File: src/hw/rtl/prpsc_pkg.sv
`timescale 1ns / 1ps
package prpsc_pkg;

	localparam int SCREEN_W = 512;
	localparam int SCREEN_H = 512;

	localparam int PIX_W = 9;
	localparam int D_W   = 14;
	localparam int SQ_W  = 28;
	localparam int OD_W  = 30;
	localparam int A_W   = 30;
	localparam int H_W   = 32;
	localparam int OSQ_W = 32;
	localparam int RSQ_W = 34;
	localparam int C_W   = 35;
	localparam int NP_W  = 17;
	localparam int W64   = 64;

	localparam logic [2:0] REG_CAMERA_X      = 3'd0;
	localparam logic [2:0] REG_CAMERA_Y      = 3'd1;
	localparam logic [2:0] REG_CAMERA_Z      = 3'd2;
	localparam logic [2:0] REG_SPHERE_RADIUS = 3'd3;
	localparam logic [2:0] REG_PLANE_OFFSET  = 3'd4;
	localparam logic [2:0] REG_FOCAL_DEPTH   = 3'd5;

	localparam logic [1:0] KIND_NONE   = 2'd0;
	localparam logic [1:0] KIND_PLANE  = 2'd1;
	localparam logic [1:0] KIND_SPHERE = 2'd2;

	localparam logic [7:0] PLANE_GREY = 8'd204;
	localparam logic [7:0] CH_FULL    = 8'd255;
	localparam logic [7:0] CH_ZERO    = 8'd0;

	typedef struct packed {
		logic [PIX_W-1:0] pixel_x;
		logic [PIX_W-1:0] pixel_y;
	} pixel_t;

	typedef struct packed {
		logic [1:0] hit_kind;
		logic [7:0] red;
		logic [7:0] green;
		logic [7:0] blue;
	} result_t;

	typedef struct packed {
		logic [15:0] camera_x;
		logic [15:0] camera_y;
		logic [15:0] camera_z;
		logic [15:0] sphere_radius;
		logic [15:0] plane_offset;
		logic [11:0] focal_depth;
	} cfg_t;

	typedef struct packed {
		logic                  valid;
		logic [A_W-1:0]        a;
		logic [H_W-1:0]        h;
		logic [C_W-1:0]        c;
		logic [NP_W-1:0]       np;
		logic [NP_W-1:0]       pn;
		logic [D_W-1:0]        dy;
		logic [D_W-1:0]        mag;
		logic                  plane_ok;
	} ray_t;

endpackage

File: src/hw/rtl/prpsc_cfg.sv
`timescale 1ns / 1ps
module prpsc_cfg import prpsc_pkg::*; (
	input  logic        clk,
	input  logic        arst_n,
	input  logic        cfg_we,
	input  logic [2:0]  cfg_index,
	input  logic [15:0] cfg_data,
	output cfg_t        cfg
);

	cfg_t cfg_q;

	always_ff @(posedge clk or negedge arst_n) begin
		if (!arst_n) begin
			cfg_q.camera_x      <= 16'd0;
			cfg_q.camera_y      <= 16'd128;
			cfg_q.camera_z      <= 16'hFE80;
			cfg_q.sphere_radius <= 16'd256;
			cfg_q.plane_offset  <= 16'd0;
			cfg_q.focal_depth   <= 12'd100;
		end else if (cfg_we) begin
			unique case (cfg_index)
				REG_CAMERA_X:      cfg_q.camera_x      <= cfg_data;
				REG_CAMERA_Y:      cfg_q.camera_y      <= cfg_data;
				REG_CAMERA_Z:      cfg_q.camera_z      <= cfg_data;
				REG_SPHERE_RADIUS: cfg_q.sphere_radius <= cfg_data;
				REG_PLANE_OFFSET:  cfg_q.plane_offset  <= cfg_data;
				REG_FOCAL_DEPTH:   cfg_q.focal_depth   <= cfg_data[11:0];
				default: ;
			endcase
		end
	end

	assign cfg = cfg_q;

endmodule

File: config.mk
export PLATFORM = sky130hd
export DESIGN_NAME = prpsc_cfg
export DESIGN_NICKNAME = d
export VERILOG_FILES = /design/src/hw/rtl/prpsc_pkg.sv /design/src/hw/rtl/prpsc_cfg.sv
export SDC_FILE = /design/constraint.sdc
export NUM_CORES = 1
export LEC_CHECK = 0
export ABC_AREA = 1
export BUFFER_PORTS_ARGS = -buffer_cell sky130_fd_sc_hd__clkbuf_2
export CAP_MARGIN = 20
export CORE_ASPECT_RATIO = 1.2
export CORE_MARGIN = 1.5
export CORE_UTILIZATION = 47
export CTS_BUF_LIST = sky130_fd_sc_hd__clkbuf_8 sky130_fd_sc_hd__clkbuf_16
export CTS_CLUSTER_SIZE = 16
export DETAILED_ROUTE_END_ITERATION = 10
export PLACE_DENSITY = 0.83
export SYNTH_ARGS = -nofsm -noshare
export SYNTH_HDL_FRONTEND = slang
export SYNTH_SLANG_ARGS = --single-unit
File: constraint.sdc
create_clock -name clk -period 1.79 [get_ports clk]
set_clock_uncertainty 0.05 [all_clocks]
set_input_delay 0.179 -clock clk [delete_from_list [all_inputs] [get_ports clk]]
set_output_delay 0.179 -clock clk [all_outputs]
set_load 0.03 [all_outputs]
# Word-level counts from Yosys, hierarchy flattened
# Index checks and enable logic that the tools add are counted.
# word_totals
input_bits	22
output_inout_bits	92
wordCells	18
reg_bits	92
# classes
n_reduce_logical	7
eq_ne	5
# ops
operator	n
$reduce_and A2 Y1	6
$eq A3 B2 Y1 const B	2
$eq A3 B3 Y1 const B	2
$eq A3 B1 Y1 const B	1
$logic_not A3 Y1	1

# Longest topological paths before layout
# depth
ltp_word	2
depth_mapped	6

# Worst setup path before layout
# Ideal clock, no wire load.
# synth_timing
path_kind	input-to-reg
start	input port cfg_we
end	register cfg_q (netlist bit cfg[33])
path_slack_ps	761
t_arrival_ps	863
path_stages	6
setup_ps	117
cell_sequence	inv_1 > nor2_2 > nand2_1 > buf_2 > nand2_1 > nand2_1
# synth_between
elab_chain_cells	1
# synth_lines
element	line	rtl
from (decl)	prpsc_cfg.sv:5	input logic cfg_we,
$reduce_and A2 Y1 (no line)	--	
to (decl)	prpsc_cfg.sv:11	cfg_t cfg_q;
# Every way passes these cells.
# A chain may end at the register's enable or synchronous reset.

# Worst setup path after layout
# layout_timing
start	register cfg_q (netlist bit cfg[36])
end	output port cfg[36] (netlist bit)
# layout_rtl
element	line	rtl
to (decl)	prpsc_cfg.sv:8	output cfg_t cfg
# No word-level cell between the ends.

==> out/metrics.cfg <==
[setup_path]
rr_startpoint = cfg[36]$_DFFE_PN1P_
cp.arrival_ns = 1.11
cp-end-kind = primary output
critPathRequiredTime_ns = 1.56
critPathSlowestCell = dfstp_2
rrSetupSlack_ns = 0.99
path_cells = clkbuf_2
worst-path-stages = 1
cp_num_buf_inv = 1
critical_path.top_delay_family = flip-flops
crit_type = flop to primary output
startpoint_type = flop
worstRegToRegCells = 2
crit_fanout = 2
slowest_delay_ns = 0.55
crit_start = cfg[36]$_DFFE_PN1P_
crit_end = cfg[36]
r2r_end = cfg[36]$_DFFE_PN1P_

[floorplan]
start_util_pct = 47.8
core_area_um2 = 7620
die_h_um = 99.5
die_w_um = 83.4
die-area_um2 = 8290
rows = 35
ios = 114

[logic_synthesis]
yosysWarnings = 0
yosysSeqAreaShare_pct = 63.6
syn_avg_cell_area_um2 = 8.91
ys_types = 14
netlist_instances = 409
syn_area_um2 = 3640
synth_seq_cells = 92
syn_nets = 431

[routing]
detailedRoute.firstIterationViolations = 293
dr.pass1.iters = 4
post_drt_wl_per_cell_um = 15.3
drc = 0
viasPerCell = 5.15
ant_nets = 0
wl_mm = 9.48
vias = 3195

[clock_tree]
tritoncts = done
holdBufCountCts = 1
ctsResizeCount = 0
clockRootBuffer = clkbuf_8
clockBufferDepth = 2
htreeDepth = 3
cts_sinks = 92
path_clk_slew_ns = 0.09
cts_buffers = 9
clk_latency_ns = 0.34
postCtsSetupRepairBufs = 0

[cells_and_area]
largest_reg_flops = 92
antenna_cells = 0
layout-drive-gt1-share_pct = 29.9
nets = 545
area_delta_synth_final_pct = 25.3

[sta]
max_freq_ghz = 0.747
hold_ws_ns = 0.0618
rsz0062_at_grt = no
worstMarginPinSlew_ns = 0.614
setup_viol = 0
tns_ns = 0
relSlewSlack_pct = 59.0
slew_violations = 0
hold_viol_final = 0
min_period_ns = 1.34
fin_crit_sh_pct = 74.8
worst_slack_ns = 0.452

[pwr]
ir_drop_mv = 0.774
p_leak_nw = 2.62
power_density_nw_per_um2 = 1360

[global_routing]
grt_start_max_net_pins = 93
grt_first_pass_wirelength_mm = 15.0
track_usage_pct = 23.3
grt_pass1_vias = 2969
gr-total-overflow = 0
antenna_found_initial = 0

[hold_path]
worstHoldPathType = input pin to flop

[outcome]
status = finished, final reports clean

[placement]
gp_congestion = 0.787
port_buffers = 113
detailed_place_hpwl_mm = 6.65
pre_cts_slack_ns = 0.346

[job]
maxCapViolCount = 0

-- synth_stat cells --
cell type	count	area (µm²)
buf_4	3	22.5
inv_1	3	11.3
dfstp_2	13	342
buf_2	14	70.1
nand3_1	64	320
nand2_2	2	12.5
dfrtp_1	79	1980
clkinv_1	1	3.75
nor2_4	2	22.5
inv_2	2	7.51
clkbuf_1	2	7.51
nand2_1	220	826
nor2_2	3	18.8
nor2_1	1	3.75
-- where the power goes --
group          leakage [nW]  switching (mW)  total, mW  internal [mW]
sequential             1.13           0.246       2.75           2.51
combinational          1.36            1.31       1.76          0.450
clock                 0.131           0.691       1.69          0.997
total                  2.62            2.24       6.20           3.95
-- routing by layer --
metal  share of wire (%)  global-route usage (%)  vias to the layer above
li1                    -                       -                     1515
met1                  41                    30.6                     1485
met2                  48                    37.3                      163
met3                 7.3                    4.15                       32
met4                 3.4                    12.6                        0
met5                   0                       0                        -
-- final cells by class --
class                           instances  area (µm²)
Sequential cell                        92        2320
Inverter                                6        22.5
Clock buffer                           11         151
Timing Repair Buffer                  122         651
Clock inverter                          5        98.8
Tap cell                               92         115
Fill cell                             686        3050
Multi-Input combinational cell        292        1210
-- metrics by stage --
step	instances	total power, mW	cell area (µm²)	util, %
after floorplan	409	3.91	3640	-
after global placement	603	4.51	4310	56.5
after detailed placement	603	4.56	4310	56.5
after CTS	620	6.24	4570	59.9
after global routing	620	6.48	4570	59.9
final	620	6.20	4570	59.9
-- how the worst min path moves through the flow --
stage / from / endpoint / slack (ns) / cells after the start
after floorplan: arst_n / cfg[0]$_DFFE_PN0P_ / -0.17 / 0
after global placement: arst_n / cfg[20]$_DFFE_PN0P_ / 0.20 / 2
after detailed placement: arst_n / cfg[19]$_DFFE_PN0P_ / 0.21 / 2
after CTS: cfg_data[6] / cfg[6]$_DFFE_PN1P_ / 0.05 / 3
after global routing: cfg_data[8] / cfg[36]$_DFFE_PN1P_ / 0.06 / 3
final: cfg_data[6] / cfg[6]$_DFFE_PN1P_ / 0.06 / 3
-- cells by family after synthesis --
kind of cell  after synthesis  synth area share [%]
flops                      92                  63.6
simple gates              292                  33.0
buf+inv                    25                  3.36
-- placed cells by master, fill, tap and decap left out, drive strengths merged --
cell         instances
nand2              222
clkbuf             123
dfrtp               79
nand3               64
dfstp               13
buf                  9
inv                  6
nor2                 6
bufinv               3
clkinv               2
dlygate4sd3          1
No activity file was read; power rests on OpenSTA's default activity.
